--- src/hw/rtl/hlpf_pkg.sv ---
// ----------------------------------------------------------------------------
// hlpf_pkg: shared types, constants and helpers for the header line filter
// Holds store geometry, character codes, line phase codes, configuration
// register indexes and the slot evaluation result type.
// ----------------------------------------------------------------------------
package hlpf_pkg;

    // Store geometry
    localparam int MAX_PATTERNS  = 16;
    localparam int PATTERN_CHARS = 32;
    localparam int SLOT_W        = (MAX_PATTERNS > 1) ? $clog2(MAX_PATTERNS) : 1;
    localparam int POS_W         = (PATTERN_CHARS > 1) ? $clog2(PATTERN_CHARS) : 1;
    localparam int NPOS_W        = $clog2(PATTERN_CHARS + 1);
    localparam int CNT_W         = $clog2(MAX_PATTERNS + 1);
    localparam int ROW_W         = PATTERN_CHARS * 8;

    // Character codes
    localparam logic [7:0] CH_COLON = 8'h3A;
    localparam logic [7:0] CH_CR    = 8'h0D;
    localparam logic [7:0] CH_TAB   = 8'h09;
    localparam logic [7:0] CH_NL    = 8'h0A;
    localparam logic [7:0] CH_SPACE = 8'h20;
    localparam logic [7:0] CH_UP_A  = 8'h41;
    localparam logic [7:0] CH_UP_Z  = 8'h5A;
    localparam logic [7:0] CASE_GAP = 8'h20;

    // Line phase codes
    localparam logic [1:0] PH_START = 2'd0;
    localparam logic [1:0] PH_BLANK = 2'd1;
    localparam logic [1:0] PH_TOKEN = 2'd2;
    localparam logic [1:0] PH_DONE  = 2'd3;

    // Configuration register indexes
    localparam logic CFG_FILTER_ENABLED = 1'b0;
    localparam logic CFG_PATTERN_COUNT  = 1'b1;

    // One pattern slot as a single memory row
    typedef logic [ROW_W-1:0] row_t;

    // Verdict on one slot for the current name byte
    typedef struct packed {
        logic kill;   // slot mismatches at this name position
        logic match;  // slot pattern is a non-empty prefix of the name so far
    } slot_eval_t;

    function automatic logic [7:0] to_lower(input logic [7:0] c);
        logic [7:0] r;
        r = c;
        if (c >= CH_UP_A && c <= CH_UP_Z)
        begin
            r = c + CASE_GAP;
        end
        return r;
    endfunction

    function automatic logic is_blank(input logic [7:0] c);
        return (c == CH_SPACE) || (c == CH_TAB);
    endfunction

endpackage

--- src/hw/rtl/header_line_prefix_filter.sv ---
// ----------------------------------------------------------------------------
// header_line_prefix_filter: per-line keep/drop verdict on header patterns
// Tracks the line phase byte by byte, walks the pattern memory one slot a
// cycle for each name byte and at the end of a checked header line, and
// delivers one verdict word per ended line.
// ----------------------------------------------------------------------------
//   channel   direction  handshake                  payload
//   item      in         item_valid / item_ready    req_type, data_byte,
//                                                   end_of_response, pattern_index,
//                                                   char_index, char_value
//   result    out        result_valid / result_ready keep_line, response_done
//   cfg       in         cfg_write (no wait)        cfg_index, cfg_data
//
// A pattern write or a byte outside the name needs no scan. A name byte reads
// one memory row per slot through the single read port. A line end passes the
// decision and output states, and reads up to count rows when a header line is
// checked against the patterns.
// After reset a clearing pass zeroes every memory row while item_ready is low;
// configuration writes are taken throughout.
// A stalled result waits in the output register while later words are taken;
// the next line end then holds until the waiting word leaves.
// ----------------------------------------------------------------------------
module header_line_prefix_filter (
    input  logic       clk,
    input  logic       rst_n,
    input  logic       item_valid,
    output logic       item_ready,
    input  logic       req_type,
    input  logic [7:0] data_byte,
    input  logic       end_of_response,
    input  logic [3:0] pattern_index,
    input  logic [4:0] char_index,
    input  logic [7:0] char_value,
    output logic       result_valid,
    input  logic       result_ready,
    output logic       keep_line,
    output logic       response_done,
    input  logic       cfg_write,
    input  logic       cfg_index,
    input  logic [4:0] cfg_data
);
    import hlpf_pkg::*;

    localparam logic [1:0] ST_IDLE = 2'd0;
    localparam logic [1:0] ST_CMP  = 2'd1;
    localparam logic [1:0] ST_DEC  = 2'd2;
    localparam logic [1:0] ST_OUT  = 2'd3;

    logic [1:0]              state_reg, state_next;
    logic [CNT_W-1:0]        cnt_reg, cnt_next;
    logic                    hit_reg, hit_next;
    logic [7:0]              char_reg, char_next;
    logic                    eor_reg, eor_next;
    logic [MAX_PATTERNS-1:0] alive_reg, alive_next;
    logic [NPOS_W-1:0]       npos_reg, npos_next;
    logic [1:0]              phase_reg, phase_next;
    logic                    lead_reg, lead_next;
    logic                    cont_reg, cont_next;
    logic                    verdict_reg, verdict_next;
    logic                    pend_keep_reg, pend_keep_next;
    logic                    pend_done_reg, pend_done_next;
    logic                    out_valid_reg, out_valid_next;
    logic                    out_keep_reg, out_keep_next;
    logic                    out_done_reg, out_done_next;
    logic                    filter_en_reg;
    logic [4:0]              pat_count_reg;

    logic                    item_accept;
    logic                    clr_busy;
    logic                    wr_en;
    logic                    rd_en;
    row_t                    rd_row;
    slot_eval_t              slot_res;
    logic [CNT_W-1:0]        count_eff;
    logic [CNT_W-1:0]        scan_len;
    logic [CNT_W-1:0]        eval_cnt;
    logic [SLOT_W-1:0]       eval_slot;
    logic                    eval_on;
    logic                    scan_end;
    logic                    dec_scan;
    logic                    bypass_keep;
    logic                    cur_hit;
    logic                    tok;
    logic                    do_cmp;
    logic                    go_dec;
    logic                    finish;
    logic                    dec_keep;

    // Handshake and pattern writes
    assign item_ready  = (state_reg == ST_IDLE) && !clr_busy;
    assign item_accept = item_valid && item_ready;
    assign wr_en       = item_accept && req_type
                         && (int'(pattern_index) < MAX_PATTERNS)
                         && (int'(char_index) < PATTERN_CHARS);

    // Scan control: one slot read issued per cycle, judged the cycle after
    assign count_eff = (int'(pat_count_reg) > MAX_PATTERNS) ? CNT_W'(MAX_PATTERNS)
                                                             : CNT_W'(pat_count_reg);
    assign scan_len  = (state_reg == ST_CMP) ? CNT_W'(MAX_PATTERNS) : count_eff;
    assign rd_en     = ((state_reg == ST_CMP) || (state_reg == ST_DEC)) && (cnt_reg < scan_len);
    assign eval_cnt  = cnt_reg - CNT_W'(1);
    assign eval_slot = eval_cnt[SLOT_W-1:0];
    assign eval_on   = (cnt_reg != '0);
    assign scan_end  = (cnt_reg == scan_len);

    // Line end verdict inputs
    assign dec_scan    = filter_en_reg && (count_eff != '0) && (phase_reg == PH_DONE)
                         && verdict_reg;
    assign bypass_keep = (!filter_en_reg || (count_eff == '0)) ? 1'b1 : (cont_reg && lead_reg);
    assign cur_hit     = hit_reg || (eval_on && alive_reg[eval_slot] && slot_res.match);

    hlpf_pat_store u_store (
        .clk      (clk),
        .rst_n    (rst_n),
        .wr_en    (wr_en),
        .wr_slot  (pattern_index[SLOT_W-1:0]),
        .wr_pos   (char_index[POS_W-1:0]),
        .wr_char  (char_value),
        .rd_en    (rd_en),
        .rd_slot  (cnt_reg[SLOT_W-1:0]),
        .rd_row   (rd_row),
        .clr_busy (clr_busy)
    );

    hlpf_slot_eval u_eval (
        .row       (rd_row),
        .name_pos  (npos_reg),
        .name_char (char_reg),
        .result    (slot_res)
    );

    // Next state of the sequencer and line state
    always_comb
    begin
        state_next     = state_reg;
        cnt_next       = cnt_reg;
        hit_next       = hit_reg;
        char_next      = char_reg;
        eor_next       = eor_reg;
        alive_next     = alive_reg;
        npos_next      = npos_reg;
        phase_next     = phase_reg;
        lead_next      = lead_reg;
        cont_next      = cont_reg;
        verdict_next   = verdict_reg;
        pend_keep_next = pend_keep_reg;
        pend_done_next = pend_done_reg;
        out_valid_next = out_valid_reg;
        out_keep_next  = out_keep_reg;
        out_done_next  = out_done_reg;
        tok            = 1'b0;
        do_cmp         = 1'b0;
        go_dec         = 1'b0;
        finish         = 1'b0;
        dec_keep       = bypass_keep;

        // Drop the output word once taken
        if (out_valid_reg && result_ready)
        begin
            out_valid_next = 1'b0;
        end

        unique case (state_reg)
            ST_IDLE:
            begin
                if (item_accept && !req_type)
                begin
                    char_next = to_lower(data_byte);
                    eor_next  = end_of_response;
                    cnt_next  = '0;
                    hit_next  = 1'b0;
                    go_dec    = (data_byte == CH_NL) || end_of_response;
                    if (data_byte != CH_NL)
                    begin
                        case (phase_reg)
                            PH_START:
                            begin
                                if (is_blank(data_byte))
                                begin
                                    lead_next  = 1'b1;
                                    phase_next = PH_BLANK;
                                end
                                else
                                begin
                                    tok = 1'b1;
                                end
                            end
                            PH_BLANK: tok = !is_blank(data_byte);
                            PH_TOKEN: tok = 1'b1;
                            default:  tok = 1'b0;
                        endcase
                        if (tok)
                        begin
                            if (data_byte == CH_COLON)
                            begin
                                verdict_next = (npos_reg != '0);
                                phase_next   = PH_DONE;
                            end
                            else if (is_blank(data_byte) || (data_byte == CH_CR))
                            begin
                                verdict_next = 1'b0;
                                phase_next   = PH_DONE;
                            end
                            else
                            begin
                                phase_next = PH_TOKEN;
                                do_cmp     = (npos_reg < NPOS_W'(PATTERN_CHARS));
                            end
                        end
                    end
                    if (do_cmp)
                    begin
                        state_next = ST_CMP;
                    end
                    else if (go_dec)
                    begin
                        state_next = ST_DEC;
                    end
                end
            end
            ST_CMP:
            begin
                if (eval_on && slot_res.kill)
                begin
                    alive_next[eval_slot] = 1'b0;
                end
                cnt_next = cnt_reg + CNT_W'(1);
                if (scan_end)
                begin
                    npos_next  = npos_reg + NPOS_W'(1);
                    cnt_next   = '0;
                    state_next = eor_reg ? ST_DEC : ST_IDLE;
                end
            end
            ST_DEC:
            begin
                if (!dec_scan)
                begin
                    finish = 1'b1;
                end
                else
                begin
                    hit_next = cur_hit;
                    cnt_next = cnt_reg + CNT_W'(1);
                    if (scan_end)
                    begin
                        dec_keep  = cur_hit;
                        cont_next = cur_hit;
                        finish    = 1'b1;
                    end
                end
                if (finish)
                begin
                    pend_keep_next = dec_keep;
                    pend_done_next = eor_reg;
                    if (eor_reg)
                    begin
                        cont_next = 1'b0;
                    end
                    alive_next   = '1;
                    npos_next    = '0;
                    phase_next   = PH_START;
                    lead_next    = 1'b0;
                    verdict_next = 1'b0;
                    cnt_next     = '0;
                    state_next   = ST_OUT;
                end
            end
            ST_OUT:
            begin
                if (!out_valid_reg || result_ready)
                begin
                    out_valid_next = 1'b1;
                    out_keep_next  = pend_keep_reg;
                    out_done_next  = pend_done_reg;
                    state_next     = ST_IDLE;
                end
            end
            default:
            begin
                state_next = ST_IDLE;
            end
        endcase
    end

    // Hold sequencer, line state and output word
    always_ff @(posedge clk or negedge rst_n)
    begin
        if (!rst_n)
        begin
            state_reg     <= ST_IDLE;
            cnt_reg       <= '0;
            hit_reg       <= 1'b0;
            char_reg      <= '0;
            eor_reg       <= 1'b0;
            alive_reg     <= '1;
            npos_reg      <= '0;
            phase_reg     <= PH_START;
            lead_reg      <= 1'b0;
            cont_reg      <= 1'b0;
            verdict_reg   <= 1'b0;
            pend_keep_reg <= 1'b0;
            pend_done_reg <= 1'b0;
            out_valid_reg <= 1'b0;
            out_keep_reg  <= 1'b0;
            out_done_reg  <= 1'b0;
        end
        else
        begin
            state_reg     <= state_next;
            cnt_reg       <= cnt_next;
            hit_reg       <= hit_next;
            char_reg      <= char_next;
            eor_reg       <= eor_next;
            alive_reg     <= alive_next;
            npos_reg      <= npos_next;
            phase_reg     <= phase_next;
            lead_reg      <= lead_next;
            cont_reg      <= cont_next;
            verdict_reg   <= verdict_next;
            pend_keep_reg <= pend_keep_next;
            pend_done_reg <= pend_done_next;
            out_valid_reg <= out_valid_next;
            out_keep_reg  <= out_keep_next;
            out_done_reg  <= out_done_next;
        end
    end

    // Take configuration writes
    always_ff @(posedge clk or negedge rst_n)
    begin
        if (!rst_n)
        begin
            filter_en_reg <= 1'b0;
            pat_count_reg <= '0;
        end
        else if (cfg_write)
        begin
            unique case (cfg_index)
                CFG_FILTER_ENABLED: filter_en_reg <= cfg_data[0];
                CFG_PATTERN_COUNT:  pat_count_reg <= cfg_data;
                default:            filter_en_reg <= filter_en_reg;
            endcase
        end
    end

    assign result_valid  = out_valid_reg;
    assign keep_line     = out_keep_reg;
    assign response_done = out_done_reg;

endmodule

--- src/hw/rtl/hlpf_pat_store.sv ---
// ----------------------------------------------------------------------------
// hlpf_pat_store: pattern memory, one row per slot
// Byte-lane writes of lowered pattern characters, one registered row read
// per cycle, and a clearing pass over all rows after reset.
// ----------------------------------------------------------------------------
module hlpf_pat_store (
    input  logic                       clk,
    input  logic                       rst_n,
    input  logic                       wr_en,
    input  logic [hlpf_pkg::SLOT_W-1:0] wr_slot,
    input  logic [hlpf_pkg::POS_W-1:0]  wr_pos,
    input  logic [7:0]                 wr_char,
    input  logic                       rd_en,
    input  logic [hlpf_pkg::SLOT_W-1:0] rd_slot,
    output hlpf_pkg::row_t             rd_row,
    output logic                       clr_busy
);
    import hlpf_pkg::*;

    row_t             mem [MAX_PATTERNS];
    row_t             rd_row_reg;
    logic [CNT_W-1:0] clr_cnt_reg;
    logic [CNT_W-1:0] clr_cnt_next;

    assign clr_busy = (clr_cnt_reg != CNT_W'(MAX_PATTERNS));
    assign rd_row   = rd_row_reg;

    // Advance the clearing pass one row a cycle
    always_comb
    begin
        clr_cnt_next = clr_cnt_reg;
        if (clr_busy)
        begin
            clr_cnt_next = clr_cnt_reg + CNT_W'(1);
        end
    end

    always_ff @(posedge clk or negedge rst_n)
    begin
        if (!rst_n)
        begin
            clr_cnt_reg <= '0;
        end
        else
        begin
            clr_cnt_reg <= clr_cnt_next;
        end
    end

    // Clear, write one byte lane, read one row
    always_ff @(posedge clk)
    begin
        if (clr_busy)
        begin
            mem[clr_cnt_reg[SLOT_W-1:0]] <= '0;
        end
        else if (wr_en)
        begin
            mem[wr_slot][{wr_pos, 3'b000} +: 8] <= to_lower(wr_char);
        end
        if (rd_en)
        begin
            rd_row_reg <= mem[rd_slot];
        end
    end

endmodule

--- src/hw/rtl/hlpf_slot_eval.sv ---
// ----------------------------------------------------------------------------
// hlpf_slot_eval: judge one stored pattern row against the name
// Finds the pattern end from the zero bytes of the row, flags a mismatch at
// the current name position and reports a completed prefix match.
// ----------------------------------------------------------------------------
module hlpf_slot_eval (
    input  hlpf_pkg::row_t              row,
    input  logic [hlpf_pkg::NPOS_W-1:0] name_pos,
    input  logic [7:0]                  name_char,
    output hlpf_pkg::slot_eval_t        result
);
    import hlpf_pkg::*;

    logic [PATTERN_CHARS-1:0] zero_map;
    logic [PATTERN_CHARS-1:0] upto_mask;
    logic [7:0]               pos_byte;
    logic                     at_end;

    // Mark zero bytes and the positions up to the name position
    always_comb
    begin
        for (int k = 0; k < PATTERN_CHARS; k++)
        begin
            zero_map[k]  = (row[8*k +: 8] == 8'h00);
            upto_mask[k] = (NPOS_W'(k) <= name_pos);
        end
    end

    assign at_end   = (name_pos >= NPOS_W'(PATTERN_CHARS));
    assign pos_byte = row[{name_pos[POS_W-1:0], 3'b000} +: 8];

    // Drop the slot when the pattern still runs here and the byte differs
    assign result.kill  = !at_end && !(|(zero_map & upto_mask)) && (pos_byte != name_char);
    // Non-empty pattern that ended within the name seen so far
    assign result.match = !zero_map[0] && (at_end || (|(zero_map & upto_mask)));

endmodule

--- config.mk ---
export PLATFORM = sky130hd
export DESIGN_NAME = header_line_prefix_filter
export DESIGN_NICKNAME = d
export VERILOG_FILES = /design/src/hw/rtl/hlpf_pkg.sv /design/src/hw/rtl/header_line_prefix_filter.sv /design/src/hw/rtl/hlpf_pat_store.sv /design/src/hw/rtl/hlpf_slot_eval.sv
export SDC_FILE = /design/constraint.sdc
export NUM_CORES = 2
export LEC_CHECK = 0
export ABC_AREA = 1
export CAP_MARGIN = 20
export CELL_PAD_IN_SITES_DETAIL_PLACEMENT = 1
export CELL_PAD_IN_SITES_GLOBAL_PLACEMENT = 1
export CORE_ASPECT_RATIO = 1.4
export CORE_MARGIN = 5
export CORE_UTILIZATION = 53
export CTS_CLUSTER_SIZE = 10
export DETAILED_ROUTE_END_ITERATION = 8
export DONT_BUFFER_PORTS = 1
export PLACE_DENSITY_LB_ADDON = 0.1
export SLEW_MARGIN = 40
export SYNTH_ARGS = -nofsm -noshare
export SYNTH_HDL_FRONTEND = slang
export SYNTH_SLANG_ARGS = --single-unit
--- constraint.sdc ---
create_clock -name clk -period 22.5 [get_ports clk]
set_input_delay 5.625 -clock clk [delete_from_list [all_inputs] [get_ports clk]]
set_output_delay 5.625 -clock clk [all_outputs]
set_load 0.05 [all_outputs]
==> metrics.cfg <==
[routing]
drt_iter0_drc=13100
drc=0
drtPass1Iterations=6
wl_um=622000
wl_per_cell_um=33.6
ant_nets=0
vias_per_cell=6.53
vias=121000

[yosys]
synth_nets=14200
yosys.area.top_type=edfxtp_1
ys_types=47
syn_area_mm2=0.177
yosysTopAreaCellShare_pct=73.8
synth_seq_cells=4412
async_reset_ff_share_pct=1.36
yosysSeqAreaShare_pct=74.6
avgSynthCellArea_um2=12.6
synthTopCellsByArea=edfxtp_1 74%, nor2_1 6.3%, o21ai_0 6.1%
synth_edf_count=4352
ys.flop_type=edfxtp_1
syn_inst=14100
yosys_warnings=0

[clock_tree]
clock_latency_ns=1.00
cts.sinks=4412
postCtsSetupBuffers=0
numCtsBuffers=488
clkSlewWorstSetupHoldPaths_ns=0.06
cts_tree=built
htreeDepth=5
hold_buffers=0
root_buffer=clkbuf_16
clockBufferDepth=4
cts_resized=0

[placed_design]
place_ws_ns=11.36
placement.cell_area_mm2=0.182
dp_cells=17900
place.gp.congestion=0.980
port_buffers=0
dp_hpwl_um=406000

[timing]
hold_viol_final=0
drv_slew=0
post-route-period-util_pct=46.0
setup_viol=0
finalSetupTns_ns=0
worst_pin_slew_ns=0.970
worst_slack_ns=12.15
rsz0062_at_grt=no
fin_crit_ns=10.35
fin_skew_ns=0.0558
slew_headroom_pct=35.3
max_clock_freq_mhz=96.6

[worst_setup_path]
r2r_slack_ns=15.71
worst_path_most_repeated_cell=nand2_1
path_class=input pin to flip-flop
path_buf_inv=5
cpMaxStageDelayCell=buf_4
worstPathCellList=inv_1 -> ha_1 -> xnor2_4 -> inv_2 -> buf_4 -> nand2_1 -> nor2_1 -> clkinv_1 -> a21oi_1 -> nor2_1 -> nand2_1 -> nor2_4 -> nand2_2 -> nand2_1 -> nand2_1 -> nor2_4 -> nand2_4 -> buf_4 -> nor2_1
critPathMaxFanout=19
crit_family=simple AND/OR/NAND/NOR gates
cp-end-kind=flip-flop
critical_path_arrival_ns=10.97
cpPeakStageDelay_ns=0.78
required_ns=23.12
setup.worst_path.start_class=input pin

[finish]
final_nets=14000
drive_above_1_share_pct=7.71
largest_register_ffs=4096
instances_no_fill=18500
area_growth_pct=10.5
fillers=32400
fin_area_mm2=0.196
mostFrequentLayoutCells=4,352 x edfxtp_1, 2,896 x nor2_1, 2,142 x o21ai_0, 1,131 x nand2_1, 652 x o22ai_1
layout_commonest_cell=edfxtp_1

[die]
die_w_um=499
initial_core_util_pct=53.1
die_h_um=694
num_io_pins=42
core_area_mm2=0.334
dieArea_mm2=0.346
rows=251

[power_and_ir_drop]
power_density_mw_per_mm2=97.4
vdd_drop_max_v=0.0000868
finalPower_mw=19.1
pwr-share-clk_pct=36.5
p_int_mw=13.6
comb_power_share_pct=14.4
p_leak_nw=57.0
seq_power_share_pct=49.1
swShare_pct=28.5
p_switching_mw=5.43

[hold_path]
hold_path.class=flip-flop to flip-flop

[global_route]
grt_pass1_wl_um=880000
overflow=0
antenna_found_initial=47
grt_max_degree=207
grt_pass1_vias=124000
track_usage_pct=35.1

[job]
maxCapViolations=0

[outcome]
status=completed

==> path summary, 6_finish.rpt <==
check	from	cells past startpoint	end
min	alive_reg[13]	2	alive_reg[13]
min in group asynchronous	rst_n	0	filter_en_reg
min reg2reg	alive_reg[13]	2	alive_reg[13]
max	char_index[0]	19	u_store.mem[15][38]
max in group asynchronous	rst_n	0	npos_reg[0]
max reg2reg	u_store.clr_cnt_reg[1]	21	u_store.mem[15][38]
==> stage by stage <==
stage / hold slack (ns) / utilization (%)
floorplan: 0.446 / -
global placement: 0.458 / 54.5
detailed placement: 0.462 / 54.6
CTS: 0.471 / 58.5
global route: 0.498 / 58.7
finish: 0.471 / 58.7
==> cell type report <==
type	count	area, um2	area share (%)
diodes	24	60.1	0.0307
clock buffers	601	12800	6.53
clock inverters	22	255	0.130
inverters	354	1350	0.692
multi-input cells	8314	40200	20.6
flip-flops and latches	4412	132000	67.6
well taps	4427	5540	2.83
repair buffers	370	3270	1.67
==> worst reg2reg max path, cell delays in order (launching register included) <==
cell,delay (ns)
dfrtp_1,0.46
inv_1,0.15
ha_1,0.24
nand2_1,0.09
nor3_2,0.11
buf_4,0.41
nand3_1,0.34
nor2_2,0.59
nand2_1,0.29
inv_2,0.43
o21ai_1,0.18
nand2_1,0.11
inv_1,0.05
nand2_1,0.11
nor2_4,0.08
nand2_2,0.41
nand2_1,0.16
nand2_1,0.18
nor2_4,0.12
nand2_4,0.67
buf_4,0.81
nor2_1,0.45
==> metal layers <==
metal / vias to the layer above / global-route usage, % / share of wire (%)
met1: 61700 / 42.2 / 36
met3: 1747 / 6.50 / 8.1
met5: - / 0 / 0.034
met2: 6206 / 58.1 / 48
met4: 32 / 23.5 / 8.1
li1: 51200 / - / -
==> cells in the mapped netlist (all sizes together), types with 2 or more instances <==
| master | instances |
|---|---|
| a21oi | 40 |
| a22oi | 3 |
| a31oi | 11 |
| buf | 122 |
| clkbuf | 883 |
| clkinv | 6 |
| dfrtp | 44 |
| dfstp | 16 |
| edfxtp | 4352 |
| ha | 27 |
| inv | 348 |
| mux2 | 4 |
| nand2 | 1158 |
| nand3 | 579 |
| nand3b | 7 |
| nand4 | 49 |
| nor2 | 3005 |
| nor3 | 28 |
| nor3b | 3 |
| nor4 | 34 |
| o211ai | 164 |
| o21ai | 2147 |
| o221ai | 378 |
| o22ai | 652 |
| o31ai | 3 |
| or2 | 7 |
| xnor2 | 2 |
| xor2 | 6 |
==> kinds of logic after synthesis <==
kind of cell	Yosys count	share of synthesized area (%)
AO/OA/AOI/OAI	3403	11.1
adder cells (fa/ha/maj)	27	0.191
XOR/XNOR	8	0.0501
flip-flops	4412	74.6
buffers and inverters	1359	2.97
multiplexers	4	0.0254
AND/OR/NAND/NOR	4872	11.0
==> power groups by stage <==
stage	Clock, mW	Combinational, mW	Sequential, mW
final	6.96	2.74	9.35
after global routing	7.39	2.89	9.35
after CTS	7.02	2.65	9.35
after detailed placement	0	2.63	9.51
after global placement	0	2.52	9.51
after floorplan	0	1.57	9.58
No activity file was read; power rests on OpenSTA's default activity.
